### config.mk
export PLATFORM = sky130hd
export DESIGN_NAME = motor_speed_control_loop_unit
export DESIGN_NICKNAME = d
export VERILOG_FILES = /design/src/rtl/core/msc_pkg.sv /design/src/rtl/core/msc_sequencer.sv /design/src/rtl/core/msc_datapath.sv /design/src/rtl/core/motor_speed_control_loop_unit.sv
export SDC_FILE = /design/constraint.sdc
export NUM_CORES = 2
export LEC_CHECK = 0
export BUFFER_PORTS_ARGS = -buffer_cell sky130_fd_sc_hd__buf_2
export CELL_PAD_IN_SITES_DETAIL_PLACEMENT = 0
export CELL_PAD_IN_SITES_GLOBAL_PLACEMENT = 1
export CORE_UTILIZATION = 46
export DETAILED_ROUTE_END_ITERATION = 12
export PLACE_DENSITY_LB_ADDON = 0.1
export SLEW_MARGIN = 20
export SYNTH_ARGS = -nofsm -noshare
export SYNTH_HDL_FRONTEND = slang
export SYNTH_SLANG_ARGS = --single-unit
### constraint.sdc
create_clock -name clk -period 10.7 [get_ports clk]
set_input_delay 0.535 -clock clk [delete_from_list [all_inputs] [get_ports clk]]
set_output_delay 0.535 -clock clk [all_outputs]
set_load 0.005 [all_outputs]
### src/rtl/core/msc_pkg.sv
// Shared types, constants and coefficient helper for the motor speed control loop.
package msc_pkg;

    localparam int FRAC_BITS_DEF = 16;
    localparam int STATE_W_DEF   = 48;

    localparam int CNT_W     = 32;
    localparam int REF_W     = 24;
    localparam int POWER_W   = 8;
    localparam int SPEED_W   = 32;
    localparam int COEF_W    = 32;
    localparam int MUL_SPLIT = 32;
    localparam int STEP_W    = 5;

    localparam int POWER_LIMIT = 100;

    localparam logic [REF_W-1:0] REF_RESET = 24'd458752;

    // Coefficients in units of 1e-9
    localparam logic [63:0] COEF_ONE  = 64'd1000000000;
    localparam logic [63:0] COEF_HALF = 64'd500000000;
    localparam logic [63:0] E9_SPEED  = 64'd53987577;
    localparam logic [63:0] E9_FILT   = 64'd969067417;
    localparam logic [63:0] E9_CE     = 64'd32394271000;
    localparam logic [63:0] E9_CE1    = 64'd61628125000;
    localparam logic [63:0] E9_CE2    = 64'd29310937000;
    localparam logic [63:0] E9_CY1    = 64'd1666666700;
    localparam logic [63:0] E9_CY2    = 64'd666666700;

    // round to nearest at frac fraction bits; elaboration time only
    function automatic logic [COEF_W-1:0] coef_q(input logic [63:0] e9, input int frac);
        logic [63:0] q;
        begin
            q = ((e9 << frac) + COEF_HALF) / COEF_ONE;
            return q[COEF_W-1:0];
        end
    endfunction

    typedef enum logic [1:0] {
        JMP_NEXT    = 2'd0,
        JMP_WAIT_IN = 2'd1,
        JMP_COMMIT  = 2'd2
    } jmp_t;

    typedef enum logic [1:0] {
        MUL_NONE = 2'd0,
        MUL_LO   = 2'd1,
        MUL_HI   = 2'd2
    } mul_op_t;

    typedef enum logic [2:0] {
        OPA_DELTA = 3'd0,
        OPA_LFILT = 3'd1,
        OPA_P1    = 3'd2,
        OPA_P2    = 3'd3,
        OPA_ERR   = 3'd4,
        OPA_E1    = 3'd5,
        OPA_E2    = 3'd6
    } opa_sel_t;

    typedef enum logic [2:0] {
        CF_SPEED = 3'd0,
        CF_FILT  = 3'd1,
        CF_CY1   = 3'd2,
        CF_CY2   = 3'd3,
        CF_CE    = 3'd4,
        CF_CE1   = 3'd5,
        CF_CE2   = 3'd6
    } coef_sel_t;

    typedef enum logic [2:0] {
        ACC_HOLD      = 3'd0,
        ACC_LOAD_PLOW = 3'd1,
        ACC_ADD_RAW   = 3'd2,
        ACC_ADD_RND   = 3'd3,
        ACC_SUB_RND   = 3'd4,
        ACC_LOAD_REF  = 3'd5,
        ACC_SUB_FILT  = 3'd6,
        ACC_LOAD_RND  = 3'd7
    } acc_op_t;

    typedef enum logic [1:0] {
        WR_NONE = 2'd0,
        WR_RAW  = 2'd1,
        WR_FILT = 2'd2,
        WR_ERR  = 2'd3
    } wr_sel_t;

    typedef struct packed {
        jmp_t      jmp;
        mul_op_t   mul;
        opa_sel_t  opa;
        coef_sel_t coef;
        acc_op_t   acc;
        wr_sel_t   wr;
    } uword_t;

    typedef struct packed {
        uword_t uw;
        logic   latch;
        logic   commit;
    } ctrl_t;

endpackage

### src/rtl/core/msc_sequencer.sv
// Microcode ROM, step counter and jump logic for the speed control loop.
module msc_sequencer (
    input  logic           clk,
    input  logic           rst_n,
    input  logic           count_valid,
    input  logic           out_free,
    output logic           count_stall,
    output msc_pkg::ctrl_t ctrl
);

    function automatic msc_pkg::uword_t ucode(input logic [msc_pkg::STEP_W-1:0] s);
        msc_pkg::uword_t w;
        begin
            w.jmp  = msc_pkg::JMP_NEXT;
            w.mul  = msc_pkg::MUL_NONE;
            w.opa  = msc_pkg::OPA_DELTA;
            w.coef = msc_pkg::CF_SPEED;
            w.acc  = msc_pkg::ACC_HOLD;
            w.wr   = msc_pkg::WR_NONE;
            case (s)
                5'd0:  w.jmp = msc_pkg::JMP_WAIT_IN;
                5'd1:  w.mul = msc_pkg::MUL_LO;
                5'd2:  w.mul = msc_pkg::MUL_HI;
                5'd3:
                begin
                    w.mul  = msc_pkg::MUL_LO;
                    w.opa  = msc_pkg::OPA_LFILT;
                    w.coef = msc_pkg::CF_FILT;
                    w.acc  = msc_pkg::ACC_LOAD_PLOW;
                end
                5'd4:
                begin
                    w.mul  = msc_pkg::MUL_HI;
                    w.opa  = msc_pkg::OPA_LFILT;
                    w.coef = msc_pkg::CF_FILT;
                    w.acc  = msc_pkg::ACC_ADD_RAW;
                    w.wr   = msc_pkg::WR_RAW;
                end
                5'd5:
                begin
                    w.mul  = msc_pkg::MUL_LO;
                    w.opa  = msc_pkg::OPA_P1;
                    w.coef = msc_pkg::CF_CY1;
                    w.acc  = msc_pkg::ACC_ADD_RND;
                end
                5'd6:
                begin
                    w.mul  = msc_pkg::MUL_HI;
                    w.opa  = msc_pkg::OPA_P1;
                    w.coef = msc_pkg::CF_CY1;
                    w.acc  = msc_pkg::ACC_LOAD_REF;
                    w.wr   = msc_pkg::WR_FILT;
                end
                5'd7:  w.acc = msc_pkg::ACC_SUB_FILT;
                5'd8:
                begin
                    // error is done; power sum starts from the p1 term
                    w.mul  = msc_pkg::MUL_LO;
                    w.opa  = msc_pkg::OPA_P2;
                    w.coef = msc_pkg::CF_CY2;
                    w.acc  = msc_pkg::ACC_LOAD_RND;
                    w.wr   = msc_pkg::WR_ERR;
                end
                5'd9:
                begin
                    w.mul  = msc_pkg::MUL_HI;
                    w.opa  = msc_pkg::OPA_P2;
                    w.coef = msc_pkg::CF_CY2;
                end
                5'd10:
                begin
                    w.mul  = msc_pkg::MUL_LO;
                    w.opa  = msc_pkg::OPA_ERR;
                    w.coef = msc_pkg::CF_CE;
                    w.acc  = msc_pkg::ACC_SUB_RND;
                end
                5'd11:
                begin
                    w.mul  = msc_pkg::MUL_HI;
                    w.opa  = msc_pkg::OPA_ERR;
                    w.coef = msc_pkg::CF_CE;
                end
                5'd12:
                begin
                    w.mul  = msc_pkg::MUL_LO;
                    w.opa  = msc_pkg::OPA_E1;
                    w.coef = msc_pkg::CF_CE1;
                    w.acc  = msc_pkg::ACC_ADD_RND;
                end
                5'd13:
                begin
                    w.mul  = msc_pkg::MUL_HI;
                    w.opa  = msc_pkg::OPA_E1;
                    w.coef = msc_pkg::CF_CE1;
                end
                5'd14:
                begin
                    w.mul  = msc_pkg::MUL_LO;
                    w.opa  = msc_pkg::OPA_E2;
                    w.coef = msc_pkg::CF_CE2;
                    w.acc  = msc_pkg::ACC_SUB_RND;
                end
                5'd15:
                begin
                    w.mul  = msc_pkg::MUL_HI;
                    w.opa  = msc_pkg::OPA_E2;
                    w.coef = msc_pkg::CF_CE2;
                end
                5'd16: w.acc = msc_pkg::ACC_ADD_RND;
                5'd17: w.jmp = msc_pkg::JMP_COMMIT;
                default: w.jmp = msc_pkg::JMP_NEXT;
            endcase
            return w;
        end
    endfunction

    logic [msc_pkg::STEP_W-1:0] step_reg;
    logic [msc_pkg::STEP_W-1:0] step_next;
    msc_pkg::uword_t            uw;

    assign uw          = ucode(step_reg);
    assign count_stall = (uw.jmp != msc_pkg::JMP_WAIT_IN);

    always_comb
    begin
        ctrl.uw     = uw;
        ctrl.latch  = 1'b0;
        ctrl.commit = 1'b0;
        step_next   = step_reg + 1'b1;
        case (uw.jmp)
            msc_pkg::JMP_WAIT_IN:
            begin
                ctrl.latch = count_valid;
                if (!count_valid)
                begin
                    step_next = step_reg;
                end
            end
            msc_pkg::JMP_COMMIT:
            begin
                ctrl.commit = out_free;
                step_next   = out_free ? '0 : step_reg;
            end
            default: step_next = step_reg + 1'b1;
        endcase
    end

    always_ff @(posedge clk or negedge rst_n)
    begin
        if (!rst_n)
        begin
            step_reg <= '0;
        end
        else
        begin
            step_reg <= step_next;
        end
    end

endmodule

### src/rtl/core/msc_datapath.sv
// Shared split multiplier, accumulator, loop state and result register.
module msc_datapath #(
    parameter int FRAC_BITS = msc_pkg::FRAC_BITS_DEF,
    parameter int STATE_W   = msc_pkg::STATE_W_DEF
) (
    input  logic                                clk,
    input  logic                                rst_n,
    input  msc_pkg::ctrl_t                      ctrl,
    input  logic                                cfg_write,
    input  logic [msc_pkg::REF_W-1:0]           cfg_data,
    input  logic [msc_pkg::CNT_W-1:0]           encoder_count,
    input  logic                                result_stall,
    output logic                                out_free,
    output logic                                result_valid,
    output logic signed [msc_pkg::POWER_W-1:0]  motor_power,
    output logic signed [msc_pkg::SPEED_W-1:0]  filtered_speed,
    output logic                                power_clamped
);

    localparam int PW    = STATE_W + FRAC_BITS;
    localparam int HW    = STATE_W - msc_pkg::MUL_SPLIT;
    localparam int CW    = msc_pkg::COEF_W;
    localparam int IW    = STATE_W + 1 - FRAC_BITS;

    localparam logic [CW-1:0] K_SPEED = msc_pkg::coef_q(msc_pkg::E9_SPEED, FRAC_BITS);
    localparam logic [CW-1:0] K_FILT  = msc_pkg::coef_q(msc_pkg::E9_FILT, FRAC_BITS);
    localparam logic [CW-1:0] K_CE    = msc_pkg::coef_q(msc_pkg::E9_CE, FRAC_BITS);
    localparam logic [CW-1:0] K_CE1   = msc_pkg::coef_q(msc_pkg::E9_CE1, FRAC_BITS);
    localparam logic [CW-1:0] K_CE2   = msc_pkg::coef_q(msc_pkg::E9_CE2, FRAC_BITS);
    localparam logic [CW-1:0] K_CY1   = msc_pkg::coef_q(msc_pkg::E9_CY1, FRAC_BITS);
    localparam logic [CW-1:0] K_CY2   = msc_pkg::coef_q(msc_pkg::E9_CY2, FRAC_BITS);

    logic signed [msc_pkg::REF_W-1:0] ref_reg;
    logic [msc_pkg::CNT_W-1:0]        cnt_reg;
    logic [msc_pkg::CNT_W-1:0]        last_count_reg;
    logic [STATE_W-1:0]               last_raw_reg;
    logic [STATE_W-1:0]               last_filt_reg;
    logic [STATE_W-1:0]               e1_reg;
    logic [STATE_W-1:0]               e2_reg;
    logic [STATE_W-1:0]               p1_reg;
    logic [STATE_W-1:0]               p2_reg;
    logic [STATE_W-1:0]               raw_new_reg;
    logic [STATE_W-1:0]               filt_new_reg;
    logic [STATE_W-1:0]               err_new_reg;
    logic [STATE_W-1:0]               acc_reg;
    logic [STATE_W-1:0]               acc_next;
    logic [PW-1:0]                    prod_reg;
    logic [PW-1:0]                    prod_next;

    logic                             result_valid_reg;
    logic signed [msc_pkg::POWER_W-1:0] motor_power_reg;
    logic signed [msc_pkg::SPEED_W-1:0] filtered_speed_reg;
    logic                             power_clamped_reg;

    logic [msc_pkg::CNT_W-1:0]        delta;
    logic [STATE_W-1:0]               opa;
    logic [CW-1:0]                    coef_v;
    logic [63:0]                      pp_lo;
    logic signed [HW+CW:0]            pp_hi;
    logic [PW-1:0]                    hi_term;
    logic [STATE_W-1:0]               rnd_q;
    logic                             rnd_b;

    logic [STATE_W-msc_pkg::SPEED_W:0] filt_top;
    logic signed [msc_pkg::SPEED_W-1:0] speed_sat;
    logic                             pw_neg;
    logic [STATE_W:0]                 mag_full;
    logic [IW-1:0]                    mag_int;
    logic                             over;
    logic [msc_pkg::POWER_W-1:0]      mag_c;
    logic [msc_pkg::POWER_W-1:0]      power_v;

    assign delta = cnt_reg - last_count_reg;

    always_comb
    begin
        case (ctrl.uw.opa)
            msc_pkg::OPA_DELTA: opa = STATE_W'(signed'(delta));
            msc_pkg::OPA_LFILT: opa = last_filt_reg;
            msc_pkg::OPA_P1:    opa = p1_reg;
            msc_pkg::OPA_P2:    opa = p2_reg;
            msc_pkg::OPA_ERR:   opa = err_new_reg;
            msc_pkg::OPA_E1:    opa = e1_reg;
            msc_pkg::OPA_E2:    opa = e2_reg;
            default:            opa = '0;
        endcase
        case (ctrl.uw.coef)
            msc_pkg::CF_SPEED: coef_v = K_SPEED;
            msc_pkg::CF_FILT:  coef_v = K_FILT;
            msc_pkg::CF_CY1:   coef_v = K_CY1;
            msc_pkg::CF_CY2:   coef_v = K_CY2;
            msc_pkg::CF_CE:    coef_v = K_CE;
            msc_pkg::CF_CE1:   coef_v = K_CE1;
            msc_pkg::CF_CE2:   coef_v = K_CE2;
            default:           coef_v = '0;
        endcase
    end

    // low half unsigned, upper half signed; the sum is the signed product truncated to PW bits
    assign pp_lo   = 64'(opa[msc_pkg::MUL_SPLIT-1:0]) * 64'(coef_v);
    assign pp_hi   = signed'(opa[STATE_W-1:msc_pkg::MUL_SPLIT]) * signed'({1'b0, coef_v});
    assign hi_term = PW'(pp_hi) << msc_pkg::MUL_SPLIT;

    always_comb
    begin
        case (ctrl.uw.mul)
            msc_pkg::MUL_LO: prod_next = PW'(pp_lo);
            msc_pkg::MUL_HI: prod_next = prod_reg + hi_term;
            default:         prod_next = prod_reg;
        endcase
    end

    // round half up: floor plus the first dropped bit as carry-in
    assign rnd_q = prod_reg[PW-1:FRAC_BITS];
    assign rnd_b = prod_reg[FRAC_BITS-1];

    always_comb
    begin
        case (ctrl.uw.acc)
            msc_pkg::ACC_LOAD_PLOW: acc_next = prod_reg[STATE_W-1:0];
            msc_pkg::ACC_ADD_RAW:   acc_next = acc_reg + last_raw_reg;
            msc_pkg::ACC_ADD_RND:   acc_next = acc_reg + rnd_q + STATE_W'(rnd_b);
            msc_pkg::ACC_SUB_RND:   acc_next = acc_reg + ~rnd_q + STATE_W'(!rnd_b);
            msc_pkg::ACC_LOAD_REF:  acc_next = STATE_W'(ref_reg);
            msc_pkg::ACC_SUB_FILT:  acc_next = acc_reg - filt_new_reg;
            msc_pkg::ACC_LOAD_RND:  acc_next = rnd_q + STATE_W'(rnd_b);
            default:                acc_next = acc_reg;
        endcase
    end

    // filtered speed saturation
    assign filt_top = filt_new_reg[STATE_W-1:msc_pkg::SPEED_W-1];
    always_comb
    begin
        if ((&filt_top) || !(|filt_top))
        begin
            speed_sat = filt_new_reg[msc_pkg::SPEED_W-1:0];
        end
        else if (filt_new_reg[STATE_W-1])
        begin
            speed_sat = {1'b1, {(msc_pkg::SPEED_W-1){1'b0}}};
        end
        else
        begin
            speed_sat = {1'b0, {(msc_pkg::SPEED_W-1){1'b1}}};
        end
    end

    // power: magnitude truncated toward zero, then clamped
    assign pw_neg   = acc_reg[STATE_W-1];
    assign mag_full = pw_neg ? ((STATE_W+1)'(0) - {acc_reg[STATE_W-1], acc_reg})
                             : {1'b0, acc_reg};
    assign mag_int  = mag_full[STATE_W:FRAC_BITS];
    assign over     = (mag_int > IW'(msc_pkg::POWER_LIMIT));
    assign mag_c    = over ? msc_pkg::POWER_W'(msc_pkg::POWER_LIMIT)
                           : mag_int[msc_pkg::POWER_W-1:0];
    assign power_v  = pw_neg ? (msc_pkg::POWER_W'(0) - mag_c) : mag_c;

    assign out_free = !result_valid_reg || !result_stall;

    always_ff @(posedge clk or negedge rst_n)
    begin
        if (!rst_n)
        begin
            ref_reg          <= msc_pkg::REF_RESET;
            last_count_reg   <= '0;
            last_raw_reg     <= '0;
            last_filt_reg    <= '0;
            e1_reg           <= '0;
            e2_reg           <= '0;
            p1_reg           <= '0;
            p2_reg           <= '0;
            result_valid_reg <= 1'b0;
        end
        else
        begin
            if (cfg_write)
            begin
                ref_reg <= cfg_data;
            end
            if (ctrl.commit)
            begin
                last_count_reg   <= cnt_reg;
                last_raw_reg     <= raw_new_reg;
                last_filt_reg    <= filt_new_reg;
                e2_reg           <= e1_reg;
                e1_reg           <= err_new_reg;
                p2_reg           <= p1_reg;
                p1_reg           <= acc_reg;
                result_valid_reg <= 1'b1;
            end
            else if (!result_stall)
            begin
                result_valid_reg <= 1'b0;
            end
        end
    end

    always_ff @(posedge clk)
    begin
        prod_reg <= prod_next;
        acc_reg  <= acc_next;
        if (ctrl.latch)
        begin
            cnt_reg <= encoder_count;
        end
        case (ctrl.uw.wr)
            msc_pkg::WR_RAW:  raw_new_reg  <= acc_reg;
            msc_pkg::WR_FILT: filt_new_reg <= acc_reg;
            msc_pkg::WR_ERR:  err_new_reg  <= acc_reg;
            default:          ;
        endcase
        if (ctrl.commit)
        begin
            motor_power_reg    <= power_v;
            filtered_speed_reg <= speed_sat;
            power_clamped_reg  <= over;
        end
    end

    assign result_valid   = result_valid_reg;
    assign motor_power    = motor_power_reg;
    assign filtered_speed = filtered_speed_reg;
    assign power_clamped  = power_clamped_reg;

endmodule

### src/rtl/core/motor_speed_control_loop_unit.sv
// Top level of the motor speed control loop: sequencer plus datapath.
//
//  channel   handshake                    payload
//  --------  ---------------------------  ----------------------------------------------
//  count     count_valid / count_stall    encoder_count
//  result    result_valid / result_stall  motor_power, filtered_speed, power_clamped
//  config    cfg_write                    cfg_data (speed setpoint)
//
// One beat per pass: the accept step, 16 microcode steps through the one shared split
// multiplier (a low and a high step per coefficient product) and accumulator, and
// a commit step. The count channel is open only at the accept step.
// Reset clears the loop state and sets the reference to 7.0 rad/s.
// The commit step holds while a previous result beat is still stalled; a result
// beat waits in the output register while the next count beat is taken.
module motor_speed_control_loop_unit #(
    parameter int FRAC_BITS = msc_pkg::FRAC_BITS_DEF,
    parameter int STATE_W   = msc_pkg::STATE_W_DEF
) (
    input  logic                                clk,
    input  logic                                rst_n,
    input  logic                                count_valid,
    output logic                                count_stall,
    input  logic [msc_pkg::CNT_W-1:0]           encoder_count,
    output logic                                result_valid,
    input  logic                                result_stall,
    output logic signed [msc_pkg::POWER_W-1:0]  motor_power,
    output logic signed [msc_pkg::SPEED_W-1:0]  filtered_speed,
    output logic                                power_clamped,
    input  logic                                cfg_write,
    input  logic [msc_pkg::REF_W-1:0]           cfg_data
);

    msc_pkg::ctrl_t ctrl;
    logic           out_free;

    msc_sequencer u_seq (
        .clk         (clk),
        .rst_n       (rst_n),
        .count_valid (count_valid),
        .out_free    (out_free),
        .count_stall (count_stall),
        .ctrl        (ctrl)
    );

    msc_datapath #(
        .FRAC_BITS (FRAC_BITS),
        .STATE_W   (STATE_W)
    ) u_dp (
        .clk            (clk),
        .rst_n          (rst_n),
        .ctrl           (ctrl),
        .cfg_write      (cfg_write),
        .cfg_data       (cfg_data),
        .encoder_count  (encoder_count),
        .result_stall   (result_stall),
        .out_free       (out_free),
        .result_valid   (result_valid),
        .motor_power    (motor_power),
        .filtered_speed (filtered_speed),
        .power_clamped  (power_clamped)
    );

endmodule
==> results.md <==
* Status: complete, no violations
* Fillers at 14,610
* Synth cell count leaders: nand2_1 (1,751), inv_1 (1,270), fa_1 (824)
* Max FO, Critical Path at 6
* Gr usage total at 0.3879
* Pre-antenna DRT Iters at 6
* CTS Buf Count at 86
* Worst Max-Slew Pin Slew at 1155 ps
* Register area share after synthesis at 0.2574
* First DRT Iteration DRCs at 7,364
* FF+latch count, synth at 679
* Wire per inst at roughly 27 um
* Clock skew at 126.2 ps
* First-pass GRT wire length at ~440,000 um
* Total grt overflow at 0
* Core Area at 156,200 um^2
* Critical path buffers and inverters at 11
* Delay-heaviest family, CP: adder cells
* Ports at roughly 100
* Crit share post-route at 0.9775
* Initial Utilization at 0.4636
* Die Wd at between 300 and 400 um
* Largest register FFs at 64
* Final Hold Fails at 0
* H-tree depth at 3
* Vias/cell at 5.768
* Reg2reg start: u_dp.cnt_reg[4]$_DFFE_PP_
* Vias in the first global route at around 64,000
* Initial antenna violation count at 16
* Yosys top cell by area: fa_1
* Max Clock Freq at 95.61 MHz
* Final RePlAce weighted congestion at 0.9968
* Critical path's largest stage delay at approximately 590 ps
* Top cell by count, worst path: fa_1
* Mean Syn Cell Area at 8.719 um^2
* Die Y at 398.8 um
* Top-area cell type share of the netlist area at 0.2278
* Vias at 65,060
* FF-to-FF End: u_dp.prod_reg[62]$_SDFFCE_PP0P_
* EDFF count, synth at between 300 and 400
* Post-synthesis async set-or-reset flop share at 0.5155
* Placed cell areas at just over 80,000 um^2
* Register Area at 18,640 um^2
* Slowest-stage cell, CP: fa_1
* Row count at 145
* Worst EP required at 11,220 ps
* Top-count cell post-synth: nand2_1
* HPWL Detailed at 249,700 um
* CP Capture Type: register
* Drt total wl at 309,700 um
* Worst-path clk slew at 60 ps
* Top_reg_cell synth: dfrtp_1
* Worst setup path endpoint: u_dp.prod_reg[62]$_SDFFCE_PP0P_
* Slew Viols, Final at 0
* Final setup violation count at 0
* Slew HR at 0.2217
* Synth Net Count at 9,716
* CTS Sinks at 679
* Worst path arrival time at 10,980 ps
* IO buf count at between 100 and 150
* Die Area at approximately 160,000 um^2
* Min cycle time layout at 10,460 ps
* Distinct cells, synth at 93
* Crit start category: register
* Clk Latency, worst-skew pair at 770 ps
* Max_cap viols at 0
* CP Class: reg -> reg
* Levels on crit path at 43
* Share of cells above drive strength 1 at 0.1617
* Syn Inst Count at 8,306
* RSZ-0062 raised after global routing: yes
* Crit path launch: u_dp.cnt_reg[4]$_DFFE_PP_
* Design area at 86,680 um^2
* Area Overhead vs Synth at 19.69%
* Root Buffer: clkbuf_16
* Mapped Area at 72,420 um^2
* Max Buffers Root-to-Sink at 3
* FF-to-FF path depth at 43
* CTS tree: done
* Multi-input logic area at 48,840 um^2
* Top post-synthesis cells by area: fa_1 (23%), edfxtp_1 (14%), dfrtp_1 (12%)
* Pin count of the biggest net entering global routing at 164
* DR DRC count at 0
* Hold WC Path Type: in -> reg
* Final layout net count at 10,560
* Final ANT Viol Nets at 0
* Warnings, synthesis at 0
* R2R setup slack at approximately 240 ps
-- stage by stage --
stage | TNS (ps) | instances | utilization | setup slack (ps) | hold slack, ps
after floorplan | 0 | 8306 | - | 18.51 | 239.4
after global placement | -3098 | 11030 | 0.5231 | -480.3 | 417.8
after detailed placement | -3965 | 11030 | 0.5231 | -618.6 | 420.8
after CTS | 0 | 11250 | 0.5487 | 12.20 | 18.36
after global routing | -601.8 | 11280 | 0.5549 | -174.6 | 31.28
final | 0 | 11280 | 0.5549 | 240.5 | 50.56
-- timing repair --
| action | in CTS | in global routing |
|---|---|---|
| cloned | 1 | 0 |
| pin swaps | 28 | 122 |
| endpoints found under the setup margin | 23 | 30 |
| buffers inserted | 7 | 30 |
| endpoints found under the hold margin | 117 | 0 |
| gates resized for setup | 61 | 166 |
| hold buffers | 50 | 0 |
-- worst min path at each step --
stage	slack (ps)	from	endpoint	cells past startpoint
CTS	20	encoder_count[6]	u_dp.cnt_reg[6]$_DFFE_PP_	1
detailed placement	420	u_dp.raw_new_reg[3]$_DFFE_PN_	u_dp.last_raw_reg[3]$_DFFE_PN0P_	2
finish	50	encoder_count[6]	u_dp.cnt_reg[6]$_DFFE_PP_	1
global placement	420	u_dp.raw_new_reg[20]$_DFFE_PN_	u_dp.last_raw_reg[20]$_DFFE_PN0P_	2
global route	30	encoder_count[6]	u_dp.cnt_reg[6]$_DFFE_PP_	1
floorplan	240	rst_n	u_dp.e1_reg[0]$_DFFE_PN0P_	0
-- routing by layer --
layer  routed length, um  global-route usage  vias to the layer above
met5                  33                   0                        -
met3               31410             0.09004                      557
met4               13820              0.1524                        6
met2              135100              0.5787                     3186
met1              129400              0.5436                    32550
li1                    -                   -                    28770
-- layout make-up --
class / count / share of cell area
diodes: 1 / 0.00002887
multi-input cells: 5999 / 0.5635
clock buffers: 107 / 0.02669
inverters: 1274 / 0.05526
clock inverters: 55 / 0.009455
flip-flops and latches: 679 / 0.2151
well taps: 2058 / 0.02971
repair buffers: 1106 / 0.1003
-- logic make-up (layout without fill, tap and decap cells) --
family / count (synthesis) / in the layout / synth area share
fa+ha+maj: 1349 / 1349 / 0.3185
simple gates: 2865 / 2865 / 0.1673
other cells: 0 / 1 / 0
xor+xnor: 279 / 279 / 0.03393
buf+inv: 1628 / 2542 / 0.08480
mux: 62 / 62 / 0.009070
flops: 679 / 679 / 0.2574
compound gates: 1444 / 1444 / 0.1290
-- cells in the final DEF (no fill, tap or decap), types with 31 or more instances in the layout --
| cell | count |
|---|---|
| o21bai_1 | 46 |
| clkbuf_16 | 88 |
| o21a_1 | 42 |
| buf_4 | 900 |
| a21oi_1 | 432 |
| a211oi_1 | 31 |
| fa_1 | 806 |
| and3_1 | 53 |
| dlygate4sd3_1 | 50 |
| nor4_1 | 45 |
| dfrtp_1 | 347 |
| nand4_1 | 35 |
| a221oi_1 | 38 |
| nor2_1 | 498 |
| o21ai_0 | 256 |
| xnor2_1 | 191 |
| nand2b_1 | 47 |
| buf_12 | 33 |
| xor2_1 | 81 |
| nand2_1 | 1743 |
| a21o_1 | 138 |
| edfxtp_1 | 329 |
| nor3_1 | 99 |
| ha_1 | 508 |
| nand3_1 | 75 |
| mux2i_1 | 33 |
| inv_1 | 1259 |
| o211ai_1 | 36 |
| nor2b_1 | 45 |
| a22oi_1 | 46 |
| buf_2 | 102 |
| and2_1 | 42 |
Power is not shown: default switching activity piles up to over one toggle a cycle in this logic, so the estimate is an artifact.
